### config.mk
export PLATFORM = sky130hd
export DESIGN_NAME = fan_setpoint_airing_controller_core
export DESIGN_NICKNAME = d
export VERILOG_FILES = /design/src/hdl/fsac_pkg.sv /design/src/hdl/fsac_update.sv /design/src/hdl/fan_setpoint_airing_controller_core.sv
export SDC_FILE = /design/constraint.sdc
export NUM_CORES = 1
export LEC_CHECK = 0
export BUFFER_PORTS_ARGS = -buffer_cell sky130_fd_sc_hd__buf_2
export CAP_MARGIN = 0
export CORE_MARGIN = 4
export CORE_UTILIZATION = 35
export CTS_CLUSTER_SIZE = 40
export DETAILED_ROUTE_END_ITERATION = 7
export PLACE_DENSITY = 0.6
export SYNTH_ARGS = -nofsm -noshare
export SYNTH_HDL_FRONTEND = slang
export SYNTH_HIERARCHICAL = 1
export SYNTH_SLANG_ARGS = --single-unit
### constraint.sdc
create_clock -name aclk -period 10.9 [get_ports aclk]
set_input_delay 2.18 -clock aclk [delete_from_list [all_inputs] [get_ports aclk]]
set_output_delay 2.18 -clock aclk [all_outputs]
set_load 0.02 [all_outputs]
### src/hdl/fsac_pkg.sv
`default_nettype none
// ----------------------------------------------------------------------------
// fsac_pkg
// shared types, codes and constants of the fan setpoint and airing controller
// ----------------------------------------------------------------------------
package fsac_pkg;

    localparam int SPEED_W = 9;
    localparam int WIDE_W  = SPEED_W + 1;

    localparam logic [WIDE_W-1:0]  SPEED_MAX     = WIDE_W'(260);
    localparam logic [WIDE_W-1:0]  SPEED_BAD     = WIDE_W'(255);
    localparam logic [WIDE_W-1:0]  TARIFF_ADD    = WIDE_W'(10);
    localparam logic [SPEED_W-1:0] DEF_AIR_IN    = SPEED_W'(100);
    localparam logic [SPEED_W-1:0] DEF_AIR_EX    = SPEED_W'(80);
    localparam logic [SPEED_W-1:0] DEF_START_IN  = SPEED_W'(90);
    localparam logic [SPEED_W-1:0] DEF_START_EX  = SPEED_W'(70);
    localparam logic [SPEED_W-1:0] DEF_STEP_ONE  = SPEED_W'(1);
    localparam logic [SPEED_W-1:0] DEF_STEP_TWO  = SPEED_W'(5);
    localparam logic [SPEED_W-1:0] DEF_STEP_THREE = SPEED_W'(10);

    // operation codes
    typedef enum logic [2:0] {
        OP_HOUR_TICK  = 3'd0,
        OP_INCREASE   = 3'd1,
        OP_DECREASE   = 3'd2,
        OP_CYCLE_STEP = 3'd3,
        OP_LOAD       = 3'd4
    } fan_op_t;

    // register indexes
    localparam logic [2:0] REG_AIR_IN     = 3'd0;
    localparam logic [2:0] REG_AIR_EX     = 3'd1;
    localparam logic [2:0] REG_START_IN   = 3'd2;
    localparam logic [2:0] REG_START_EX   = 3'd3;
    localparam logic [2:0] REG_STEP_ONE   = 3'd4;
    localparam logic [2:0] REG_STEP_TWO   = 3'd5;
    localparam logic [2:0] REG_STEP_THREE = 3'd6;

    // step selection codes
    localparam logic [1:0] STEP_FIRST  = 2'd0;
    localparam logic [1:0] STEP_SECOND = 2'd1;
    localparam logic [1:0] STEP_THIRD  = 2'd2;

    typedef struct packed {
        logic [SPEED_W-1:0] air_in;
        logic [SPEED_W-1:0] air_ex;
        logic [SPEED_W-1:0] start_in;
        logic [SPEED_W-1:0] start_ex;
        logic [SPEED_W-1:0] step_one;
        logic [SPEED_W-1:0] step_two;
        logic [SPEED_W-1:0] step_three;
    } fan_cfg_t;

    typedef struct packed {
        logic [SPEED_W-1:0] target_intake;
        logic [SPEED_W-1:0] target_exhaust;
        logic [SPEED_W-1:0] saved_intake;
        logic [SPEED_W-1:0] saved_exhaust;
        logic               airing_active;
        logic [1:0]         step_choice;
    } fan_state_t;

    typedef struct packed {
        logic [2:0]  opcode;
        logic        fan_select;
        logic [4:0]  hour_of_day;
        logic        cheap_tariff;
    } fan_item_t;

    function automatic logic speed_ok(input logic [WIDE_W-1:0] v);
        return (v <= SPEED_MAX) && (v != SPEED_BAD);
    endfunction

endpackage
`default_nettype wire

### src/hdl/fsac_update.sv
`default_nettype none
// ----------------------------------------------------------------------------
// fsac_update
// next-state logic for one operation on the fan setpoints
// ----------------------------------------------------------------------------
module fsac_update
    import fsac_pkg::*;
(
    input  fan_cfg_t   cfg,
    input  fan_state_t cur,
    input  fan_item_t  item,
    output fan_state_t nxt,
    output logic       send
);

    logic [SPEED_W-1:0] step;
    logic [SPEED_W-1:0] sel_cur;
    logic [WIDE_W-1:0]  sel_up;
    logic [WIDE_W-1:0]  sel_down;
    logic [WIDE_W-1:0]  add;
    logic [WIDE_W-1:0]  air_in_w;
    logic [WIDE_W-1:0]  air_ex_w;
    logic               in_window;

    always_comb begin
        case (cur.step_choice)
            STEP_SECOND: step = cfg.step_two;
            STEP_THIRD:  step = cfg.step_three;
            default:     step = cfg.step_one;
        endcase
    end

    assign sel_cur  = item.fan_select ? cur.target_exhaust : cur.target_intake;
    assign sel_up   = {1'b0, sel_cur} + {1'b0, step};
    assign sel_down = {1'b0, sel_cur - step};
    assign add      = item.cheap_tariff ? TARIFF_ADD : '0;
    assign air_in_w = {1'b0, cfg.air_in} + add;
    assign air_ex_w = {1'b0, cfg.air_ex} + add;
    assign in_window = (item.hour_of_day inside {[5'd22:5'd31], 5'd4, 5'd5, 5'd13, 5'd14});

    always_comb begin
        nxt  = cur;
        send = 1'b0;
        case (item.opcode)
            OP_HOUR_TICK: begin
                if (in_window) begin
                    if (!cur.airing_active) begin
                        nxt.saved_intake  = cur.target_intake;
                        nxt.saved_exhaust = cur.target_exhaust;
                        if (speed_ok(air_in_w)) nxt.target_intake = air_in_w[SPEED_W-1:0];
                        if (speed_ok(air_ex_w)) nxt.target_exhaust = air_ex_w[SPEED_W-1:0];
                        nxt.airing_active = 1'b1;
                        send = 1'b1;
                    end
                end else if (cur.airing_active) begin
                    if (speed_ok({1'b0, cur.saved_intake})) nxt.target_intake = cur.saved_intake;
                    if (speed_ok({1'b0, cur.saved_exhaust})) begin
                        nxt.target_exhaust = cur.saved_exhaust;
                    end
                    nxt.airing_active = 1'b0;
                    send = 1'b1;
                end
            end
            OP_INCREASE: begin
                if (speed_ok(sel_up)) begin
                    if (item.fan_select) nxt.target_exhaust = sel_up[SPEED_W-1:0];
                    else nxt.target_intake = sel_up[SPEED_W-1:0];
                end
            end
            OP_DECREASE: begin
                if ((sel_cur > step) && speed_ok(sel_down)) begin
                    if (item.fan_select) nxt.target_exhaust = sel_down[SPEED_W-1:0];
                    else nxt.target_intake = sel_down[SPEED_W-1:0];
                end
            end
            OP_CYCLE_STEP: begin
                case (cur.step_choice)
                    STEP_FIRST:  nxt.step_choice = STEP_SECOND;
                    STEP_SECOND: nxt.step_choice = STEP_THIRD;
                    default:     nxt.step_choice = STEP_FIRST;
                endcase
            end
            OP_LOAD: begin
                nxt.target_intake  = speed_ok({1'b0, cfg.start_in}) ? cfg.start_in
                                                                     : DEF_START_IN;
                nxt.target_exhaust = speed_ok({1'b0, cfg.start_ex}) ? cfg.start_ex
                                                                     : DEF_START_EX;
                nxt.step_choice    = STEP_SECOND;
            end
            default: begin
                nxt = cur;
            end
        endcase
    end

endmodule
`default_nettype wire

### src/hdl/fan_setpoint_airing_controller_core.sv
`default_nettype none
// ----------------------------------------------------------------------------
// fan_setpoint_airing_controller_core
// intake/exhaust fan setpoints with step selection and timed airing
// ----------------------------------------------------------------------------
//  channel   direction  signals                                         role
//  s_        in         s_valid/s_ready + opcode, fan, hour, tariff     commands
//  m_        out        m_valid/m_ready + speeds, airing, send, step    results
//  cfg_      in         cfg_wr_en, cfg_index, cfg_wdata                 settings
//
//  one transfer per cycle sustained while m_ready is high; an input transfer
//  reaches result valid via the input register, then the result register
//  the setpoint state updates as an item moves from the input register to
//  the result register, so the next item always sees the previous one's state
//  aresetn is synchronous, active low: setpoints 0, airing off, second step
//  a stalled result holds the result register and a full input register;
//  the input side stalls only when both are full
// ----------------------------------------------------------------------------
module fan_setpoint_airing_controller_core
    import fsac_pkg::*;
(
    input  wire                 aclk,
    input  wire                 aresetn,
    // command channel
    input  wire                 s_valid,
    output logic                s_ready,
    input  wire  [2:0]          s_opcode,
    input  wire                 s_fan_select,
    input  wire  [4:0]          s_hour_of_day,
    input  wire                 s_cheap_tariff,
    // result channel
    output logic                m_valid,
    input  wire                 m_ready,
    output logic [SPEED_W-1:0]  m_speed_intake,
    output logic [SPEED_W-1:0]  m_speed_exhaust,
    output logic                m_airing_on,
    output logic                m_send_update,
    output logic [1:0]          m_step_index,
    // settings write port
    input  wire                 cfg_wr_en,
    input  wire  [2:0]          cfg_index,
    input  wire  [SPEED_W-1:0]  cfg_wdata
);

    // settings registers
    fan_cfg_t   cfg_reg;

    // input register
    logic       in_valid_reg;
    fan_item_t  in_item_reg;

    // setpoint state
    fan_state_t state_reg;
    fan_state_t state_next;
    logic       send_next;

    // result register
    logic               out_valid_reg;
    logic [SPEED_W-1:0] out_intake_reg;
    logic [SPEED_W-1:0] out_exhaust_reg;
    logic               out_airing_reg;
    logic               out_send_reg;
    logic [1:0]         out_step_reg;

    logic advance;
    logic s_xfer;

    // result register can take a new item when empty or being drained
    assign advance = !out_valid_reg || m_ready;
    assign s_ready = !in_valid_reg || advance;
    assign s_xfer  = s_valid && s_ready;

    // settings writes, indexes beyond the list are ignored
    always_ff @(posedge aclk) begin
        if (!aresetn) begin
            cfg_reg.air_in     <= DEF_AIR_IN;
            cfg_reg.air_ex     <= DEF_AIR_EX;
            cfg_reg.start_in   <= DEF_START_IN;
            cfg_reg.start_ex   <= DEF_START_EX;
            cfg_reg.step_one   <= DEF_STEP_ONE;
            cfg_reg.step_two   <= DEF_STEP_TWO;
            cfg_reg.step_three <= DEF_STEP_THREE;
        end else if (cfg_wr_en) begin
            case (cfg_index)
                REG_AIR_IN:     cfg_reg.air_in     <= cfg_wdata;
                REG_AIR_EX:     cfg_reg.air_ex     <= cfg_wdata;
                REG_START_IN:   cfg_reg.start_in   <= cfg_wdata;
                REG_START_EX:   cfg_reg.start_ex   <= cfg_wdata;
                REG_STEP_ONE:   cfg_reg.step_one   <= cfg_wdata;
                REG_STEP_TWO:   cfg_reg.step_two   <= cfg_wdata;
                REG_STEP_THREE: cfg_reg.step_three <= cfg_wdata;
                default: begin
                end
            endcase
        end
    end

    // input register control
    always_ff @(posedge aclk) begin
        if (!aresetn) begin
            in_valid_reg <= 1'b0;
        end else if (s_ready) begin
            in_valid_reg <= s_valid;
        end
    end

    // input register payload
    always_ff @(posedge aclk) begin
        if (s_xfer) begin
            in_item_reg.opcode       <= s_opcode;
            in_item_reg.fan_select   <= s_fan_select;
            in_item_reg.hour_of_day  <= s_hour_of_day;
            in_item_reg.cheap_tariff <= s_cheap_tariff;
        end
    end

    // operation decode and setpoint arithmetic
    fsac_update u_update (
        .cfg  (cfg_reg),
        .cur  (state_reg),
        .item (in_item_reg),
        .nxt  (state_next),
        .send (send_next)
    );

    // state commits when the item moves into the result register
    always_ff @(posedge aclk) begin
        if (!aresetn) begin
            state_reg.target_intake  <= '0;
            state_reg.target_exhaust <= '0;
            state_reg.saved_intake   <= '0;
            state_reg.saved_exhaust  <= '0;
            state_reg.airing_active  <= 1'b0;
            state_reg.step_choice    <= STEP_SECOND;
        end else if (in_valid_reg && advance) begin
            state_reg <= state_next;
        end
    end

    // result register control
    always_ff @(posedge aclk) begin
        if (!aresetn) begin
            out_valid_reg <= 1'b0;
        end else if (advance) begin
            out_valid_reg <= in_valid_reg;
        end
    end

    // result register payload
    always_ff @(posedge aclk) begin
        if (in_valid_reg && advance) begin
            out_intake_reg  <= state_next.target_intake;
            out_exhaust_reg <= state_next.target_exhaust;
            out_airing_reg  <= state_next.airing_active;
            out_send_reg    <= send_next;
            out_step_reg    <= state_next.step_choice;
        end
    end

    assign m_valid         = out_valid_reg;
    assign m_speed_intake  = out_intake_reg;
    assign m_speed_exhaust = out_exhaust_reg;
    assign m_airing_on     = out_airing_reg;
    assign m_send_update   = out_send_reg;
    assign m_step_index    = out_step_reg;

    // send flag marks exactly a change of airing mode
    a_send_matches_airing: assert property (@(posedge aclk) disable iff (!aresetn)
        (in_valid_reg && advance) |-> (send_next == (state_next.airing_active
                                                    != state_reg.airing_active)))
        else $error("send flag does not match airing change");

    // targets never hold a rejected speed
    a_targets_valid: assert property (@(posedge aclk) disable iff (!aresetn)
        speed_ok({1'b0, state_reg.target_intake})
        && speed_ok({1'b0, state_reg.target_exhaust}))
        else $error("target speed out of range");

    // step selection never reaches the unused code
    a_step_code: assert property (@(posedge aclk) disable iff (!aresetn)
        state_reg.step_choice != 2'd3)
        else $error("step selection holds unused code");

    // input side stalls only with both stages full and the result held
    a_stall_cause: assert property (@(posedge aclk) disable iff (!aresetn)
        !s_ready |-> (in_valid_reg && out_valid_reg && !m_ready))
        else $error("input stalled without a full pipeline");

endmodule
`default_nettype wire

Word level (Yosys, flattened, before mapping)
Index checks and enable logic that the tools add are counted.

word-level totals
  register bits = 136
  output and inout port bits = 24

operators by class
  $add $sub $neg = 4
  $lt $le $gt $ge = 11
  equal/unequal tests = 24
  muxes and demuxes = 26
  bitwise operators = 1
  reductions and logical operators = 28

operator list
  cell                 number
  $mux 9               11
  $mux 18              4
  $pmux 18 s4          1
  $le 9x9->1 const B   5
  $ne 9x8->1 const B   5
  $mux 37              1
  $le 10x9->1 const B  3
  $ne 10x8->1 const B  3
  $add 9x10->10        2
  $pmux 9 s2           1
  $reduce_and 2->1     7
  $eq 3x2->1 const B   4
  $eq 3x3->1 const B   4
  $logic_and 1x1->1    12
  $add 9x9->10         1
  $eq 5x3->1 const B   2
  $eq 5x4->1 const B   2
  $gt 9x9->1           1
  $sub 9x9->9          1
  $pmux 2 s2           2
  $eq 3x1->1 const B   2
  $logic_not 3->1      2
  $ge 5x5->1 const B   1
  $le 5x5->1 const B   1
  10 further kinds     16

Logic depth before layout (Yosys ltp)
Gate-level depths: netlist of run 1.

  depth after elaboration = 8
  gate-level depth with buffers = 20
  gate-level depth less buffers = 17

Cells and area by module
Netlist of run 1, hierarchy kept.

modules (own cells, without submodules)
  module                               times used  cells an instance  area an instance (µm²)  sequential area each (µm²)
  fan_setpoint_airing_controller_core  1           436                4755.8                  3042.9
  fsac_update                          1           610                4154.0                  0.0

Least setup slack after synthesis of run 1
Ideal clock, no wire load.

  kind = input port to output port
  start point = in m_ready
  end point = out s_ready
  data arrival time = 2.616 ns
  data required time = 8.720 ns
  setup slack = 6.104 ns
  stages on the path = 2
  path buffers = 0
  cell sequence = nor2b_1 -> nand2_1

between the ends
  cells in the longest elaborated chain, start to end = 2

ends and longest elaborated chain
  element             RTL line                                   source
  start: declaration  fan_setpoint_airing_controller_core.sv:33  input wire m_ready,
  $logic_or 1x1->1    fan_setpoint_airing_controller_core.sv:69  assign advance = !out_valid_reg || m_ready;
  $logic_or 1x1->1    fan_setpoint_airing_controller_core.sv:70  assign s_ready = !in_valid_reg || advance;
  end: declaration    fan_setpoint_airing_controller_core.sv:26  output logic s_ready,

Every way passes these cells.

==> flow_metrics.tcl, run 1 <==
set metrics [dict create \
    ys_seq_area_share_pct 34.2 \
    root_buffer "clkbuf_16" \
    hpwlAfterDp_mm 20.6 \
    worst_setup_path_start_kind "flop" \
    largest_register_ffs 63 \
    gp_congestion 0.973 \
    power.total_uw 1410 \
    min_to "cfg_reg[22]" \
    rsz0062_at_grt "false" \
    slew_viol_final 0 \
    worstPathArrival_ns 5.47 \
    antenna_found_initial 0 \
    fmax_mhz 195 \
    rr_worst_depth 15 \
    netlist_area_sq_um 8910 \
    synth_edf_count 32 \
    wire_per_inst_um 20.1 \
    ys_ff_latch 136 \
    crit_path_cell_trace "inv_1 > ha_1 > a21oi_1 > ha_1 > fa_1 > a21o_1 > a221oi_1 > a21oi_1 > xnor2_1 > o211ai_1 > nor3_1 > a221oi_1 > o211ai_1 > nand2_1 > mux2i_1" \
    endpoint_kind "flop" \
    hold_start "cfg_reg[22]" \
    pin_count 51 \
    worstMarginPinSlew_ns 1.07 \
    fin_crit_ns 5.13 \
    route.detailed.drc 0 \
    drive_gt1_share_pct 13.5 \
    hold_depth 2 \
    path_class "flop to flop" \
    clock_skew_ns 0.0162 \
    critPathMaxFanout 18 \
    post_cts_buffers 0 \
    hold_viol 0 \
    slowest_delay_ns 0.73 \
    clk_latency_ns 0.43 \
    hold_class "flop to flop" \
    clock_sinks 136 \
    cts_buffer_depth 2 \
    synth_nets 1102 \
    slowest_stage "xnor2_1" \
    synth_cell_types 87 \
    drt_wl_total_mm 28.1 \
    dpl_cell_area_sq_um 9300 \
    drtIter0Drc 932 \
    num_vias 8177 \
    synth_ff_type "dfxtp_1" \
    die_w_um 168 \
    clkTransAtPathRegs_ns 0.06 \
    dr.pass1.iters 5 \
    vdd_drop_max_v 0.000107 \
    maxCapViolations 0 \
    r2r_start "state_reg[0]" \
    relSlewSlack_pct 28.3 \
    die_area_sq_um 28100 \
    synthArstFlopShare_pct 0 \
    fin_crit_sh_pct 47.0 \
    syn_inst 1046 \
    p_leak_uw 0.00374 \
    portBuffers 50 \
    grt_pass1_vias 7384 \
    postLayoutCellArea_sq_um 9930 \
    num_rows 58 \
    core_area_sq_um 25100 \
    initial_core_util_pct 35.5 \
    antenna_cells 0 \
    ys_warn_count 6 \
    vias_per_cell 5.87 \
    cts_hold_buf 0 \
    reg2reg_to "state_reg[24]" \
    grt_overflow 0 \
    cts.repair.resized 0 \
    synth_top_area_cell "dfxtp_1" \
    tritoncts "yes" \
    status "finished, final reports clean" \
    worst-path-stages 15 \
    synth.avg_cell_area_sq_um 8.52 \
    h-tree-depth 4 \
    yosys.area.top_type_share_pct 23.4 \
    grt_usage_pct 19.5 \
    numCtsBuffers 17 \
    cp_top_family "compound AO/OA/AOI/OAI gates" \
    crit_required_ns 11.24 \
    grt_pass1_wl_mm 43.5 \
    grt_max_degree 86 \
    yosys-top-cells-area "dfxtp_1 (23%), edfxtp_1 (11%), mux2i_1 (6.7%)" \
    layout.nets 1107 \
    crit_buf_inv 1 \
    area_delta_synth_final_pct 11.4 \
    r2r_slack_ns 5.77 \
    p_per_area_nw_per_um2 142 \
    die_h_um 168 \
    ant_nets 0 \
    fin_util_pct 39.5 \
    setup_viol_count_final 0 \
    setup-tns-final_ns 0 \
]
## layout by cell type, fill, tap and decap left out, types with 7 or more instances in the layout
master,Yosys,final
nand2_1,137,137
dfxtp_1,104,104
o21ai_0,82,82
nand3_1,61,61
mux2i_1,60,60
nor2_1,54,53
a21oi_1,52,52
buf_2,18,49
inv_1,32,32
edfxtp_1,32,32
ha_1,27,27
mux2_2,22,22
clkbuf_16,0,19
xnor2_1,19,19
nor3_1,17,17
nand4_1,15,15
o21a_1,13,13
nand2b_1,11,11
o211ai_1,11,11
a22oi_1,10,10
o2111ai_1,10,10
nor4_1,10,10
a21o_1,9,9
and3_1,9,9
a311oi_1,8,8
nor2b_1,7,7
o31ai_1,7,7
or3_1,7,7
## per-layer routing
metal  GRT usage [%]  up-vias  routed length [um]
li1                -     3951                   -
met1            28.6     3819               13100
met2            28.0      347               11800
met3            3.97       60                2190
met4            7.87        0                 966
met5               0        -                   0
## worst max-delay path by stage
stage,from,to,slack [ns]
2_1_floorplan,m_ready,s_ready,6.10
3_3_place_gp,m_ready,s_ready,5.78
3_5_place_dp,m_ready,s_ready,5.79
4_1_cts,m_ready,s_ready,5.79
5_1_grt,state_reg[0],state_reg[36],5.31
6_report,state_reg[0],state_reg[24],5.77
## cells in the mapped netlist (8+ instances only)
cell type,count
nand2_1,137
dfxtp_1,104
o21ai_0,82
nand3_1,61
mux2i_1,60
nor2_1,54
a21oi_1,52
clkbuf_1,39
edfxtp_1,32
inv_1,32
ha_1,27
mux2_2,22
xnor2_1,19
buf_2,18
nor3_1,17
nand4_1,15
o21a_1,13
nand2b_1,11
o211ai_1,11
a22oi_1,10
nor4_1,10
o2111ai_1,10
a21o_1,9
and3_1,9
a311oi_1,8
## report_power, final
part / internal (uW) / switching (uW) / leakage, uW
Sequential: 533 / 17.7 / 0.00115
Combinational: 85.2 / 165 / 0.00228
Clock: 381 / 232 / 0.000314
## logic make-up after synthesis
group	count (synthesis)	share of synthesized area, %
buf+inv	101	4.93
compound gates	301	23.9
simple gates	372	20.6
mux	86	10.0
xor+xnor	21	2.06
fa+ha+maj	29	4.24
flops	136	34.2
## through the flow
step | cells | worst slack, ns | hold slack (ns)
global route | 1394 | 5.31 | 0.489
detailed placement | 1362 | 5.79 | 0.462
CTS | 1394 | 5.79 | 0.478
floorplan | 1046 | 6.10 | 0.434
global placement | 1362 | 5.78 | 0.455
finish | 1394 | 5.77 | 0.474
## layout make-up
cell class / instances / area [sq um]
clock inverter: 10 / 125
fill: 2576 / 15200
multi-input combinational: 809 / 5440
tap: 330 / 413
inverter: 33 / 124
sequential: 136 / 3040
clock buffer: 22 / 507
timing repair buffer: 54 / 283
## worst reg2reg max path, cell delays in order (launching register included)
cell	delay, ns
dfxtp_1	0.41
inv_1	0.11
ha_1	0.63
a21oi_1	0.18
ha_1	0.27
fa_1	0.42
a21o_1	0.22
a221oi_1	0.42
a21oi_1	0.15
xnor2_1	0.73
o211ai_1	0.35
nor3_1	0.52
a221oi_1	0.20
o211ai_1	0.20
nand2_1	0.09
mux2i_1	0.15
(Power assumes the default switching activity.)
==> inputs of run 2 (changes only) <==
- ABC_AREA: default -> 1
- PLACE_DENSITY: 0.6 -> 0.61
- clock period: 10.9 -> 4.5 ns (I/O delays scaled with it)
==> flow_metrics.tcl, run 2 <==
set metrics [dict create \
    rsz0062_at_grt "false" \
    initial_core_util_pct 35.6 \
    layout.nets 1586 \
    fin_crit_ns 4.02 \
    p_leak_uw 0.00505 \
    p_comb_share_pct 31.4 \
    slew_viol_final 0 \
    maxCapViolations 0 \
    path_class "flop to flop" \
    setup_viol_count_final 0 \
    h-tree-depth 4 \
    core_area_sq_um 27000 \
    ant_nets 0 \
    status "finished, final reports clean" \
    final_common_cell "nand2_1" \
    die_w_um 174 \
    die_area_sq_um 30200 \
    synth_nets 1573 \
    num_vias 10100 \
    setup_slack_ns 0.479 \
    worstPathArrival_ns 4.34 \
    relSlewSlack_pct 12.2 \
    synth.most_common_cell "nand2_1" \
    area_delta_synth_final_pct 11.1 \
    netlist_area_sq_um 9630 \
    cts_buffer_depth 2 \
    syn_inst 1517 \
    fin_crit_sh_pct 89.4 \
    dpl_cell_area_sq_um 10100 \
    synth_cell_types 40 \
    synth_edf_count 32 \
    antenna_found_initial 0 \
    synth_ff_type "dfxtp_1" \
    mostFrequentLayoutCells "nand2_1 (434), nand3_1 (218), nor2_1 (200), inv_1 (132), dfxtp_1 (104)" \
    gp_congestion 1.01 \
    grt_max_degree 104 \
    wire_per_inst_um 16.7 \
    fillers 2956 \
    ys_top_cells_by_count "nand2_1 (434), nand3_1 (218), nor2_1 (200)" \
    power.total_uw 4120 \
    power.share.sequential_pct 33.9 \
    numCtsBuffers 17 \
    portBuffers 50 \
    vdd_drop_max_v 0.000245 \
    yosys.area.top_type_share_pct 21.6 \
    route.detailed.drc 0 \
    synth.avg_cell_area_sq_um 6.35 \
    ys_warn_count 6 \
    fmax_mhz 249 \
    num_rows 60 \
    ys_ff_latch 136 \
    grt_pass1_wl_mm 49.7 \
    yosys-top-cells-area "dfxtp_1 (22%), nand2_1 (17%), nand3_1 (11%)" \
    postLayoutCellArea_sq_um 10700 \
    switching_share_pct 38.7 \
    root_buffer "clkbuf_16" \
    hpwlAfterDp_mm 23.3 \
    grt_pass1_vias 8976 \
    synthArstFlopShare_pct 0 \
    hold_viol 0 \
    endpoint_kind "flop" \
    p_switching_uw 1600 \
    crit_required_ns 4.82 \
    cts_hold_buf 0 \
    clock_skew_ns 0.0239 \
    pin_count 51 \
    pre_cts_ws_ns 0.364 \
    antenna_cells 0 \
    clock_sinks 136 \
    largest_register_ffs 63 \
    hold_class "flop to flop" \
    drt_wl_total_mm 31.4 \
    clkTransAtPathRegs_ns 0.07 \
    critPathMaxFanout 19 \
    clk_latency_ns 0.44 \
    tritoncts "yes" \
    p_per_area_nw_per_um2 386 \
    dr.pass1.iters 5 \
    grt_usage_pct 20.3 \
    drive_gt1_share_pct 9.07 \
    worstMarginPinSlew_ns 1.31 \
    worst_setup_path_start_kind "flop" \
    die_h_um 174 \
    setup-tns-final_ns 0 \
    grt_overflow 0 \
    p_int_uw 2530 \
    synth_top_area_cell "dfxtp_1" \
    ys_seq_area_share_pct 31.6 \
    vias_per_cell 5.34 \
    drtIter0Drc 1006 \
    p_clk_share_pct 34.6 \
]
==> run 2: changes by cell type after synthesis, moves of 11 or more <==
cell / before / now
nand2_1: 137 / 434
nand3_1: 61 / 218
nor2_1: 54 / 200
inv_1: 32 / 133
mux2i_1: 60 / 0
nand3b_1: 2 / 43
nand4_1: 15 / 46
a21oi_1: 52 / 28
mux2_2: 22 / 0
xnor2_1: 19 / 1
nor2_2: 0 / 12
clkbuf_1: 39 / 28
nand2b_1: 11 / 0
==> run 2: metrics by stage <==
stage          util, %  cells  hold WS [ns]
4_1_cts           39.4   1881         0.480
5_1_grt           39.6   1884         0.512
3_3_place_gp      37.2   1849         0.459
2_1_floorplan        -   1517         0.429
3_5_place_dp      37.2   1849         0.462
6_report          39.6   1884         0.483
==> run 2: what timing repair did <==
| item | in CTS | in global routing |
|---|---|---|
| resized for setup | 0 | 2 |
| setup buffers | 0 | 3 |
| setup endpoints to repair | 0 | 18 |
==> run 2: path summary, 6_finish.rpt <==
check                                   from             to  slack [ns]  cells past startpoint
worst min-delay path             cfg_reg[22]    cfg_reg[22]        0.48                      2
worst max-delay path            state_reg[1]  state_reg[23]        0.48                     24
worst min register to register   cfg_reg[22]    cfg_reg[22]        0.48                      2
worst max register to register  state_reg[1]  state_reg[23]        0.48                     24
==> run 2: final cells by class <==
class | instances | area, sq um | share of cell area [%]
clock inverter | 14 | 154 | 1.44
multi-input combinational | 1173 | 5730 | 53.6
tap | 341 | 427 | 3.99
timing repair buffer | 63 | 375 | 3.51
inverter | 139 | 522 | 4.88
clock buffer | 18 | 439 | 4.11
sequential | 136 | 3040 | 28.5
==> run 2: per-layer routing <==
metal	GRT usage, %	wire, um
met1	28.2	14300
met2	32.0	14200
met3	3.42	2010
met4	6.80	856
met5	0	0
==> run 2: critical path, stage by stage, from the launching register on <==
cell and delay, ns:
dfxtp_1 0.37, inv_1 0.08, ha_2 0.50, nand3_1 0.11
o21ai_0 0.08, inv_1 0.10, ha_1 0.24, fa_1 0.42
nand2_1 0.10, nand2_2 0.08, nand3_1 0.13, nand2_1 0.07
nand2_1 0.08, nand2_2 0.08, nor2_1 0.10, nand3_1 0.07
nand2_1 0.07, nand2_2 0.27, nand2_8 0.28, nand2_1 0.07
nand3_1 0.07, nand4_1 0.20, nand3b_1 0.22, nand2_1 0.08
nor2_1 0.05
==> run 2: power groups by stage <==
| stage | Clock [uW] | Sequential [uW] | Combinational [uW] |
|---|---|---|---|
| finish | 1430 | 1400 | 1300 |
| global placement | 0 | 1430 | 1220 |
| detailed placement | 0 | 1430 | 1240 |
| global route | 1510 | 1410 | 1430 |
| CTS | 1460 | 1400 | 1240 |
| floorplan | 0 | 1410 | 938 |
==> run 2: kinds of logic after synthesis <==
group / synth area share, %
AND/OR/NAND/NOR: 45.6
XOR/XNOR: 0.637
AO/OA/AOI/OAI: 9.24
flip-flops: 31.6
adder cells (fa/ha/maj): 3.93
buffers and inverters: 9.00
